File: src/fir_pkg.sv
// fir_pkg: shared types and constants of the fir convolver
// controller command and status structs, state encoding, request codes
// no dependencies

package fir_pkg;

  localparam int CFG_W      = 7;
  localparam int COEF_IDX_W = 6;
  localparam int TAP_IDX_W  = 6;

  localparam logic REQ_COEF   = 1'b0;
  localparam logic REQ_SAMPLE = 1'b1;

  typedef enum logic [1:0] {
    ST_IDLE,
    ST_MAC,
    ST_DRAIN,
    ST_RESULT
  } state_t;

  typedef struct packed {
    logic                 coef_we;
    logic                 shift_in;
    logic                 shift_zero;
    logic                 clear_line;
    logic                 issue;
    logic                 issue_first;
    logic [TAP_IDX_W-1:0] issue_idx;
    logic                 load_out;
    logic                 last_out;
  } cmd_t;

  typedef struct packed {
    logic pipe_busy;
    logic out_free;
  } status_t;

endpackage

File: src/fir_if.sv
// fir_if: request and result channel interfaces of the fir convolver
// depends on fir_pkg for field widths

interface fir_in_if #(
  parameter int SAMPLE_BITS = 16
);
  logic                             valid;
  logic                             ready;
  logic                             req_type;
  logic [fir_pkg::COEF_IDX_W-1:0]   coef_index;
  logic signed [SAMPLE_BITS-1:0]    value;
  logic                             last_sample;

  modport source (output valid, output req_type, output coef_index, output value,
                  output last_sample, input ready);
  modport sink   (input valid, input req_type, input coef_index, input value,
                  input last_sample, output ready);
endinterface

interface fir_out_if #(
  parameter int SAMPLE_BITS = 16
);
  logic                          valid;
  logic                          ready;
  logic signed [SAMPLE_BITS-1:0] out_sample;
  logic                          last_out;
  logic                          saturated;

  modport source (output valid, output out_sample, output last_out, output saturated,
                  input ready);
  modport sink   (input valid, input out_sample, input last_out, input saturated,
                  output ready);
endinterface

File: src/fir_ctrl.sv
// fir_ctrl: controller state machine of the fir convolver
// holds tap count, tap counter and tail count; drives fir_pkg::cmd_t
// depends on fir_pkg

module fir_ctrl #(
  parameter int MAX_TAPS = 64
) (
  input  logic                      clk,
  input  logic                      rst_n,
  input  logic                      in_valid,
  output logic                      in_ready,
  input  logic                      in_req_type,
  input  logic                      in_last_sample,
  input  logic                      cfg_we,
  input  logic [fir_pkg::CFG_W-1:0] cfg_data,
  input  fir_pkg::status_t          status,
  output fir_pkg::cmd_t             cmd
);

  localparam int CNT_W = $clog2(MAX_TAPS + 1);

  fir_pkg::state_t           state_r, state_nxt;
  logic [fir_pkg::CFG_W-1:0] taps_raw_r;
  logic [CNT_W-1:0]          idx_r, idx_nxt;
  logic [CNT_W-1:0]          tail_r, tail_nxt;
  logic                      last_r, last_nxt;
  logic [CNT_W-1:0]          taps_eff;

  always_comb begin
    if (taps_raw_r == '0) begin
      taps_eff = CNT_W'(1);
    end else if (taps_raw_r > fir_pkg::CFG_W'(MAX_TAPS)) begin
      taps_eff = CNT_W'(MAX_TAPS);
    end else begin
      taps_eff = taps_raw_r[CNT_W-1:0];
    end
  end

  always_ff @(posedge clk) begin
    if (!rst_n) begin
      state_r    <= fir_pkg::ST_IDLE;
      taps_raw_r <= fir_pkg::CFG_W'(1);
      idx_r      <= '0;
      tail_r     <= '0;
      last_r     <= 1'b0;
    end else begin
      state_r <= state_nxt;
      idx_r   <= idx_nxt;
      tail_r  <= tail_nxt;
      last_r  <= last_nxt;
      if (cfg_we) begin
        taps_raw_r <= cfg_data;
      end
    end
  end

  always_comb begin
    state_nxt = state_r;
    idx_nxt   = idx_r;
    tail_nxt  = tail_r;
    last_nxt  = last_r;
    in_ready  = 1'b0;
    cmd       = '0;
    cmd.issue_idx = fir_pkg::TAP_IDX_W'(idx_r);
    case (state_r)
      fir_pkg::ST_IDLE: begin
        in_ready = 1'b1;
        if (in_valid) begin
          if (in_req_type == fir_pkg::REQ_COEF) begin
            cmd.coef_we = 1'b1;
          end else begin
            cmd.shift_in = 1'b1;
            last_nxt     = in_last_sample;
            tail_nxt     = in_last_sample ? taps_eff - CNT_W'(1) : '0;
            idx_nxt      = '0;
            state_nxt    = fir_pkg::ST_MAC;
          end
        end
      end
      fir_pkg::ST_MAC: begin
        cmd.issue       = 1'b1;
        cmd.issue_first = (idx_r == '0);
        if (idx_r == taps_eff - CNT_W'(1)) begin
          state_nxt = fir_pkg::ST_DRAIN;
        end else begin
          idx_nxt = idx_r + CNT_W'(1);
        end
      end
      fir_pkg::ST_DRAIN: begin
        if (!status.pipe_busy) begin
          state_nxt = fir_pkg::ST_RESULT;
        end
      end
      fir_pkg::ST_RESULT: begin
        if (status.out_free) begin
          cmd.load_out = 1'b1;
          cmd.last_out = last_r && (tail_r == '0);
          if (tail_r != '0) begin
            cmd.shift_zero = 1'b1;
            tail_nxt       = tail_r - CNT_W'(1);
            idx_nxt        = '0;
            state_nxt      = fir_pkg::ST_MAC;
          end else begin
            cmd.clear_line = last_r;
            last_nxt       = 1'b0;
            state_nxt      = fir_pkg::ST_IDLE;
          end
        end
      end
      default: begin
        state_nxt = fir_pkg::ST_IDLE;
      end
    endcase
  end

endmodule

File: src/fir_datapath.sv
// fir_datapath: coefficient store, circular delay line, multiply-accumulate
// pipeline and output register with truncation and saturation
// depends on fir_pkg; driven by fir_ctrl

module fir_datapath #(
  parameter int MAX_TAPS    = 64,
  parameter int SAMPLE_BITS = 16
) (
  input  logic                           clk,
  input  logic                           rst_n,
  input  fir_pkg::cmd_t                  cmd,
  output fir_pkg::status_t               status,
  input  logic [fir_pkg::COEF_IDX_W-1:0] in_coef_index,
  input  logic signed [SAMPLE_BITS-1:0]  in_value,
  output logic                           out_valid,
  input  logic                           out_ready,
  output logic signed [SAMPLE_BITS-1:0]  out_sample,
  output logic                           out_last_out,
  output logic                           out_saturated
);

  localparam int TAP_W = $clog2(MAX_TAPS);
  localparam int PROD_W = 2 * SAMPLE_BITS;
  localparam int ACC_W = PROD_W + TAP_W;
  localparam int SH = SAMPLE_BITS - 1;

  logic [SAMPLE_BITS-1:0] coef_mem [MAX_TAPS];
  logic [SAMPLE_BITS-1:0] dly_mem  [MAX_TAPS];
  logic [MAX_TAPS-1:0]    dly_vld_r;
  logic [TAP_W-1:0]       head_r;
  logic [TAP_W-1:0]       head_dec;
  logic [TAP_W:0]         addr_sum;
  logic [TAP_W-1:0]       rd_addr;
  logic [TAP_W-1:0]       coef_addr;

  logic signed [SAMPLE_BITS-1:0] dly_rd_r;
  logic signed [SAMPLE_BITS-1:0] coef_rd_r;
  logic                          rd_vld_r;
  logic                          a_v_r, a_first_r;
  logic                          b_v_r, b_first_r;
  logic signed [SAMPLE_BITS-1:0] a_smp;
  logic signed [PROD_W-1:0]      prod_r;
  logic signed [ACC_W-1:0]       prod_ext;
  logic signed [ACC_W-1:0]       acc_r;

  logic signed [ACC_W-1:0]       bias;
  logic signed [ACC_W-1:0]       acc_biased;
  logic signed [ACC_W-1:0]       quot;
  logic                          fits;
  logic [SAMPLE_BITS-1:0]        res;

  logic                          out_valid_r;
  logic [SAMPLE_BITS-1:0]        out_sample_r;
  logic                          out_last_r;
  logic                          out_sat_r;

  assign head_dec  = (head_r == '0) ? TAP_W'(MAX_TAPS - 1) : head_r - TAP_W'(1);
  assign addr_sum  = {1'b0, head_r} + {1'b0, cmd.issue_idx[TAP_W-1:0]};
  assign rd_addr   = (addr_sum >= (TAP_W + 1)'(MAX_TAPS)) ?
                     TAP_W'(addr_sum - (TAP_W + 1)'(MAX_TAPS)) : addr_sum[TAP_W-1:0];
  assign coef_addr = in_coef_index[TAP_W-1:0];

  // memories
  always_ff @(posedge clk) begin
    if (cmd.coef_we &&
        ({1'b0, in_coef_index} < (fir_pkg::COEF_IDX_W + 1)'(MAX_TAPS))) begin
      coef_mem[coef_addr] <= in_value;
    end
    if (cmd.shift_in) begin
      dly_mem[head_dec] <= in_value;
    end
    dly_rd_r  <= dly_mem[rd_addr];
    coef_rd_r <= coef_mem[cmd.issue_idx[TAP_W-1:0]];
    rd_vld_r  <= dly_vld_r[rd_addr];
  end

  // delay line pointer and entry valid bits
  always_ff @(posedge clk) begin
    if (!rst_n) begin
      dly_vld_r <= '0;
      head_r    <= '0;
    end else begin
      if (cmd.clear_line) begin
        dly_vld_r <= '0;
      end else if (cmd.shift_in) begin
        dly_vld_r[head_dec] <= 1'b1;
      end else if (cmd.shift_zero) begin
        dly_vld_r[head_dec] <= 1'b0;
      end
      if (cmd.shift_in || cmd.shift_zero) begin
        head_r <= head_dec;
      end
    end
  end

  // mac pipeline
  assign a_smp    = rd_vld_r ? dly_rd_r : '0;
  assign prod_ext = {{TAP_W{prod_r[PROD_W-1]}}, prod_r};

  always_ff @(posedge clk) begin
    if (!rst_n) begin
      a_v_r     <= 1'b0;
      a_first_r <= 1'b0;
      b_v_r     <= 1'b0;
      b_first_r <= 1'b0;
    end else begin
      a_v_r     <= cmd.issue;
      a_first_r <= cmd.issue_first;
      b_v_r     <= a_v_r;
      b_first_r <= a_first_r;
    end
  end

  always_ff @(posedge clk) begin
    prod_r <= a_smp * coef_rd_r;
    if (b_v_r) begin
      acc_r <= b_first_r ? prod_ext : acc_r + prod_ext;
    end
  end

  assign status.pipe_busy = a_v_r | b_v_r;

  // truncate toward zero, then saturate
  assign bias       = acc_r[ACC_W-1] ? {{(ACC_W - SH){1'b0}}, {SH{1'b1}}} : '0;
  assign acc_biased = acc_r + bias;
  assign quot       = acc_biased >>> SH;
  assign fits       = (&quot[ACC_W-1:SH]) | ~(|quot[ACC_W-1:SH]);
  assign res        = fits ? quot[SAMPLE_BITS-1:0] :
                      {quot[ACC_W-1], {SH{~quot[ACC_W-1]}}};

  // output register
  always_ff @(posedge clk) begin
    if (!rst_n) begin
      out_valid_r <= 1'b0;
    end else if (cmd.load_out) begin
      out_valid_r <= 1'b1;
    end else if (out_ready) begin
      out_valid_r <= 1'b0;
    end
  end

  always_ff @(posedge clk) begin
    if (cmd.load_out) begin
      out_sample_r <= res;
      out_last_r   <= cmd.last_out;
      out_sat_r    <= ~fits;
    end
  end

  assign status.out_free = ~out_valid_r | out_ready;
  assign out_valid       = out_valid_r;
  assign out_sample      = out_sample_r;
  assign out_last_out    = out_last_r;
  assign out_saturated   = out_sat_r;

endmodule

File: src/fir_convolver.sv
// fir_convolver: top level over fir_ctrl and fir_datapath, using fir_pkg and fir_if
// one multiply-accumulate per tap; once a sample is accepted (or a tail output loaded)
// ST_MAC issues each tap, ST_DRAIN empties the pipeline, ST_RESULT loads a free output
// register; a coefficient request is written on accept; a sample waits until the previous
// one is done (shared multiplier, tap loop); a last sample holds input for tap_count outputs
// reset (synchronous, rst_n low) clears the delay line, tail state and sets tap_count to 1

module fir_convolver #(
  parameter int MAX_TAPS    = 64,
  parameter int SAMPLE_BITS = 16
) (
  input  logic                      clk,
  input  logic                      rst_n,
  fir_in_if.sink                    in_ch,
  fir_out_if.source                 out_ch,
  input  logic                      cfg_we,
  input  logic [fir_pkg::CFG_W-1:0] cfg_data
);

  fir_pkg::cmd_t    cmd;
  fir_pkg::status_t status;

  fir_ctrl #(
    .MAX_TAPS(MAX_TAPS)
  ) u_ctrl (
    .clk           (clk),
    .rst_n         (rst_n),
    .in_valid      (in_ch.valid),
    .in_ready      (in_ch.ready),
    .in_req_type   (in_ch.req_type),
    .in_last_sample(in_ch.last_sample),
    .cfg_we        (cfg_we),
    .cfg_data      (cfg_data),
    .status        (status),
    .cmd           (cmd)
  );

  fir_datapath #(
    .MAX_TAPS   (MAX_TAPS),
    .SAMPLE_BITS(SAMPLE_BITS)
  ) u_datapath (
    .clk          (clk),
    .rst_n        (rst_n),
    .cmd          (cmd),
    .status       (status),
    .in_coef_index(in_ch.coef_index),
    .in_value     (in_ch.value),
    .out_valid    (out_ch.valid),
    .out_ready    (out_ch.ready),
    .out_sample   (out_ch.out_sample),
    .out_last_out (out_ch.last_out),
    .out_saturated(out_ch.saturated)
  );

endmodule
File: src/flat_wrapper.sv
// flat-port wrapper written by rule: the top's interface ports become plain ports
module fir_convolver_flat 
#(
  parameter int MAX_TAPS    = 64,
  parameter int SAMPLE_BITS = 16
)
  (clk, rst_n, cfg_we, cfg_data, in_ch_valid, in_ch_req_type, in_ch_coef_index, in_ch_value, in_ch_last_sample, in_ch_ready, out_ch_valid, out_ch_out_sample, out_ch_last_out, out_ch_saturated, out_ch_ready);
  fir_in_if #(.SAMPLE_BITS(SAMPLE_BITS)) in_ch_i ();
  fir_out_if #(.SAMPLE_BITS(SAMPLE_BITS)) out_ch_i ();
  input  logic clk;
  input  logic rst_n;
  input  logic cfg_we;
  input  logic [fir_pkg::CFG_W-1:0] cfg_data;
  input wire logic [$bits(in_ch_i.valid)-1:0] in_ch_valid;
  input wire logic [$bits(in_ch_i.req_type)-1:0] in_ch_req_type;
  input wire logic [$bits(in_ch_i.coef_index)-1:0] in_ch_coef_index;
  input wire logic [$bits(in_ch_i.value)-1:0] in_ch_value;
  input wire logic [$bits(in_ch_i.last_sample)-1:0] in_ch_last_sample;
  output wire logic [$bits(in_ch_i.ready)-1:0] in_ch_ready;
  output wire logic [$bits(out_ch_i.valid)-1:0] out_ch_valid;
  output wire logic [$bits(out_ch_i.out_sample)-1:0] out_ch_out_sample;
  output wire logic [$bits(out_ch_i.last_out)-1:0] out_ch_last_out;
  output wire logic [$bits(out_ch_i.saturated)-1:0] out_ch_saturated;
  input wire logic [$bits(out_ch_i.ready)-1:0] out_ch_ready;
  assign in_ch_i.valid = in_ch_valid;
  assign in_ch_i.req_type = in_ch_req_type;
  assign in_ch_i.coef_index = in_ch_coef_index;
  assign in_ch_i.value = in_ch_value;
  assign in_ch_i.last_sample = in_ch_last_sample;
  assign in_ch_ready = in_ch_i.ready;
  assign out_ch_valid = out_ch_i.valid;
  assign out_ch_out_sample = out_ch_i.out_sample;
  assign out_ch_last_out = out_ch_i.last_out;
  assign out_ch_saturated = out_ch_i.saturated;
  assign out_ch_i.ready = out_ch_ready;
  fir_convolver #(.MAX_TAPS(MAX_TAPS), .SAMPLE_BITS(SAMPLE_BITS)) u_core (.clk(clk), .rst_n(rst_n), .in_ch(in_ch_i), .out_ch(out_ch_i), .cfg_we(cfg_we), .cfg_data(cfg_data));
endmodule
File: config.mk
export PLATFORM = sky130hd
export DESIGN_NAME = fir_convolver_flat
export DESIGN_NICKNAME = d
export VERILOG_FILES = /design/src/fir_pkg.sv /design/src/fir_if.sv /design/src/fir_ctrl.sv /design/src/fir_datapath.sv /design/src/fir_convolver.sv /design/src/flat_wrapper.sv
export SDC_FILE = /design/constraint.sdc
export NUM_CORES = 2
export LEC_CHECK = 0
export BUFFER_PORTS_ARGS = -buffer_cell sky130_fd_sc_hd__buf_2
export CORE_MARGIN = 5
export CORE_UTILIZATION = 55
export DETAILED_ROUTE_END_ITERATION = 10
export PLACE_DENSITY = 0.76
export SYNTH_ARGS = -nofsm -noshare
export SYNTH_HDL_FRONTEND = slang
export SYNTH_SLANG_ARGS = --single-unit
File: constraint.sdc
create_clock -name clk -period 14.8 [get_ports clk]
set_input_delay 1.48 -clock clk [delete_from_list [all_inputs] [get_ports clk]]
set_output_delay 1.48 -clock clk [all_outputs]
set_load 0.03 [all_outputs]
==> impl_metrics.json <==
{
  "routabilityCongestion": 0.913,
  "numCtsBuffers": 212,
  "final_layout_size_suffix_gt1_share_pct": 20.4,
  "seq_area_um2": 66500,
  "synth_ff_type": "edfxtp_1",
  "required_ns": 15.58,
  "dpl.hpwl_um": 138000,
  "grt-ovfl-total": 0,
  "worst_slack_ns": 7.38,
  "clock_sinks": 2268,
  "dp.cells": 7780,
  "worstHoldPathType": "reg2reg",
  "startpoint": "u_core.u_datapath.rd_vld_r",
  "rsz0062_at_grt": "no",
  "clockBufferDepth": 3,
  "hold_viol": 0,
  "yosys_warnings": 0,
  "avgRoutedWirePerCell_um": 28.9,
  "syn_nets": 5959,
  "critPathMaxFanout": 143,
  "vdd_drop_max_uv": 239,
  "max_stage_delay_ns": 0.75,
  "htree_num_levels": 4,
  "final.fill_count": 12430,
  "yosys.area.top_type": "edfxtp_1",
  "synth-seq-cells": 2268,
  "crit_path_cell_trace": "buf_4 -> and2_1 -> nand2_1 -> inv_1 -> fa_1 -> inv_1 -> fa_1 -> fa_1 -> inv_1 -> fa_1 -> fa_1 -> inv_1 -> fa_1 -> inv_1 -> ha_1 -> a2111oi_0 -> o21ai_0 -> o21ai_0 -> a2bb2oi_1 -> nand3_1 -> a31oi_1 -> o21ai_0 -> a21oi_1 -> xnor2_1",
  "crit_cells": 24,
  "netlist.area_leader.share_pct": 63.4,
  "final_util_pct": 60.7,
  "power.leakage_nw": 37.0,
  "synth_edf_count": 2104,
  "instances_no_fill": 8177,
  "grt_max_degree": 144,
  "area_growth_pct": 9.95,
  "netlist_instances": 5512,
  "seq_area_frac_synth_pct": 66.7,
  "power.share.sequential_pct": 39.3,
  "port_buffers": 55,
  "die_h_um": 436,
  "insertion_delay_ns": 0.84,
  "hold_slack_ns": 0.463,
  "fp.dieW_um": 436,
  "drtPass1Iterations": 6,
  "startpoint_type": "register",
  "rrSetupSlack_ns": 7.38,
  "rows": 156,
  "combPwrFrac_pct": 32.9,
  "drt_iter0_markers": 6709,
  "finalWirelength_um": 236000,
  "avgSynthCellArea_um2": 18.1,
  "drc": 0,
  "power_switching_mw": 6.05,
  "min-delay-start": "u_core.u_datapath.a_v_r",
  "netlist_area_um2": 99600,
  "via_per_inst": 6.40,
  "rr_startpoint": "u_core.u_datapath.rd_vld_r",
  "io_pins": 56,
  "drv_slew": 0,
  "design_area_um2": 109000,
  "synthTopCellsByArea": "edfxtp_1 (63%), mux4_2 (15%), fa_1 (5.3%), dfxtp_1 (3.3%), ha_1 (1.8%)",
  "core_um2": 180000,
  "finalSetupTns_ns": 0,
  "vias": 52310,
  "clkTransAtPathRegs_ns": 0.07,
  "fin_crit_sh_pct": 50.1,
  "path_class": "reg2reg",
  "start_util_pct": 55.2,
  "ys_async_sr_fraction_pct": 0,
  "grt_usage_pct": 25.0,
  "intPower_mw": 13.0,
  "yosysUniqueCellTypes": 85,
  "nets": 6071,
  "dieArea_um2": 190000,
  "status": "complete, no violations",
  "place_area_um2": 103000,
  "cp_top_family": "adder cells",
  "slew-limit-headroom_pct": 9.12,
  "clkPwrFrac_pct": 27.8,
  "finClkSkew_ns": 0.0450,
  "multi_input_area_um2": 30600,
  "crit_top_cell": "fa_1",
  "hold_buffers": 0,
  "power.total_mw": 19.1,
  "rr_worst_depth": 24,
  "worstMarginPinSlew_ns": 1.36,
  "p_per_area_nw_per_um2": 174,
  "slowest_stage": "buf_4",
  "cts_resized": 0,
  "root_buffer": "clkbuf_16",
  "post-place-ws_ns": 7.50,
  "cts_tree": "yes",
  "post_cts_buffers": 0,
  "endpoint_kind": "register",
  "ant_nets": 0,
  "antenna_found_initial": 13,
  "switching_share_pct": 31.7,
  "grt_pass1_vias": 53616,
  "timing.fmax_ghz": 0.135,
  "finalSetupViolCount": 0,
  "period_needed_ns": 7.42,
  "worstPathArrival_ns": 8.20,
  "worst-path-buf-inv": 6,
  "maxCapViolCount": 0,
  "grt_pass1_wl_um": 352000,
  "min_delay_path_depth": 1
}
[worst paths after layout]
| path | endpoint |
|---|---|
| worst min register to register | u_core.u_datapath.b_v_r |
| worst min-delay path | u_core.u_datapath.b_v_r |
| worst max-delay path | u_core.u_datapath.prod_r[31] |
| worst max register to register | u_core.u_datapath.prod_r[31] |
[metal layers]
layer	up-vias	global-route usage [%]	routed length, µm
met5	-	0	41
met4	6	8.76	8650
met3	470	4.39	21100
met2	2844	40.5	116000
met1	27282	34.9	90600
li1	21708	-	-
[final cells by class]
| class | count | area share [%] |
|---|---|---|
| Timing Repair Buffer | 162 | 1.06 |
| Clock inverter | 129 | 1.09 |
| Inverter | 393 | 1.35 |
| Sequential cell | 2268 | 60.7 |
| Antenna cell | 5 | 0.0114 |
| Tap cell | 2370 | 2.71 |
| Multi-Input combinational cell | 2587 | 28.0 |
| Clock buffer | 263 | 5.10 |
[power by group through the flow]
stage               Combinational, mW  Sequential, mW  Clock [mW]
global placement                 6.11            7.61           0
finish                           6.28            7.50        5.31
floorplan                        4.76            7.46           0
global route                     6.91            7.51        5.68
detailed placement               6.23            7.62           0
CTS                              6.31            7.49        5.38
[cells by family after synthesis]
logic type / synth area share [%]
DFF: 66.7
muxes: 15.4
AOI/OAI and AO/OA: 3.26
buffers and inverters: 2.57
xor gates and xnor gates: 0.844
adders and majority gates: 7.16
and+or+nand+nor: 3.99
[state kept, by name (all words and copies together) (netlist names), 2 cells and up, named ones only]
name,cells
u_core.u_ctrl.taps_raw_r,7
u_core.u_ctrl.tail_r,7
u_core.u_datapath.acc_r,38
u_core.u_datapath.head_r,6
u_core.u_datapath.dly_rd_r,16
u_core.u_datapath.out_sample,16
u_core.u_datapath.prod_r,32
u_core.u_datapath.coef_mem,1024
u_core.u_ctrl.state_r,2
u_core.u_ctrl.idx_r,7
u_core.u_datapath.coef_rd_r,16
u_core.u_datapath.dly_mem,1024
[cell usage after synthesis, types with 45 or more instances]
cell	instances
edfxtp_1	2104
mux4_2	658
inv_1	392
nand2_1	303
fa_1	265
nor2_1	207
a21oi_1	169
clkbuf_1	164
dfxtp_1	164
o21ai_0	161
ha_1	146
and3_1	140
buf_2	56
xnor2_1	56
mux2i_1	45
[cell usage in the layout, fill, tap and decap left out, drive strengths merged, types with 6 or more instances in the layout]
cell type and count:
a21oi 170, clkinvlp 10, nor2 207, nor3 24, clkbuf 263, xnor2 56, nand2 303, o21a 15
o21ai 169, or2 9, o41ai 6, buf 162, a21o 34, nand4 10, and3 140, a31oi 13
o21bai 8, mux2i 45, xor2 40, mux2 8, mux4 658, nor2b 24, dfxtp 164, edfxtp 2104
bufinv 16, o31ai 10, or3 14, inv 403, a211oi 36, clkinv 93, ha 146, fa 265
and2 24, nand2b 25, nand3 36
Note: power is estimated with default switching activity, not from simulation.
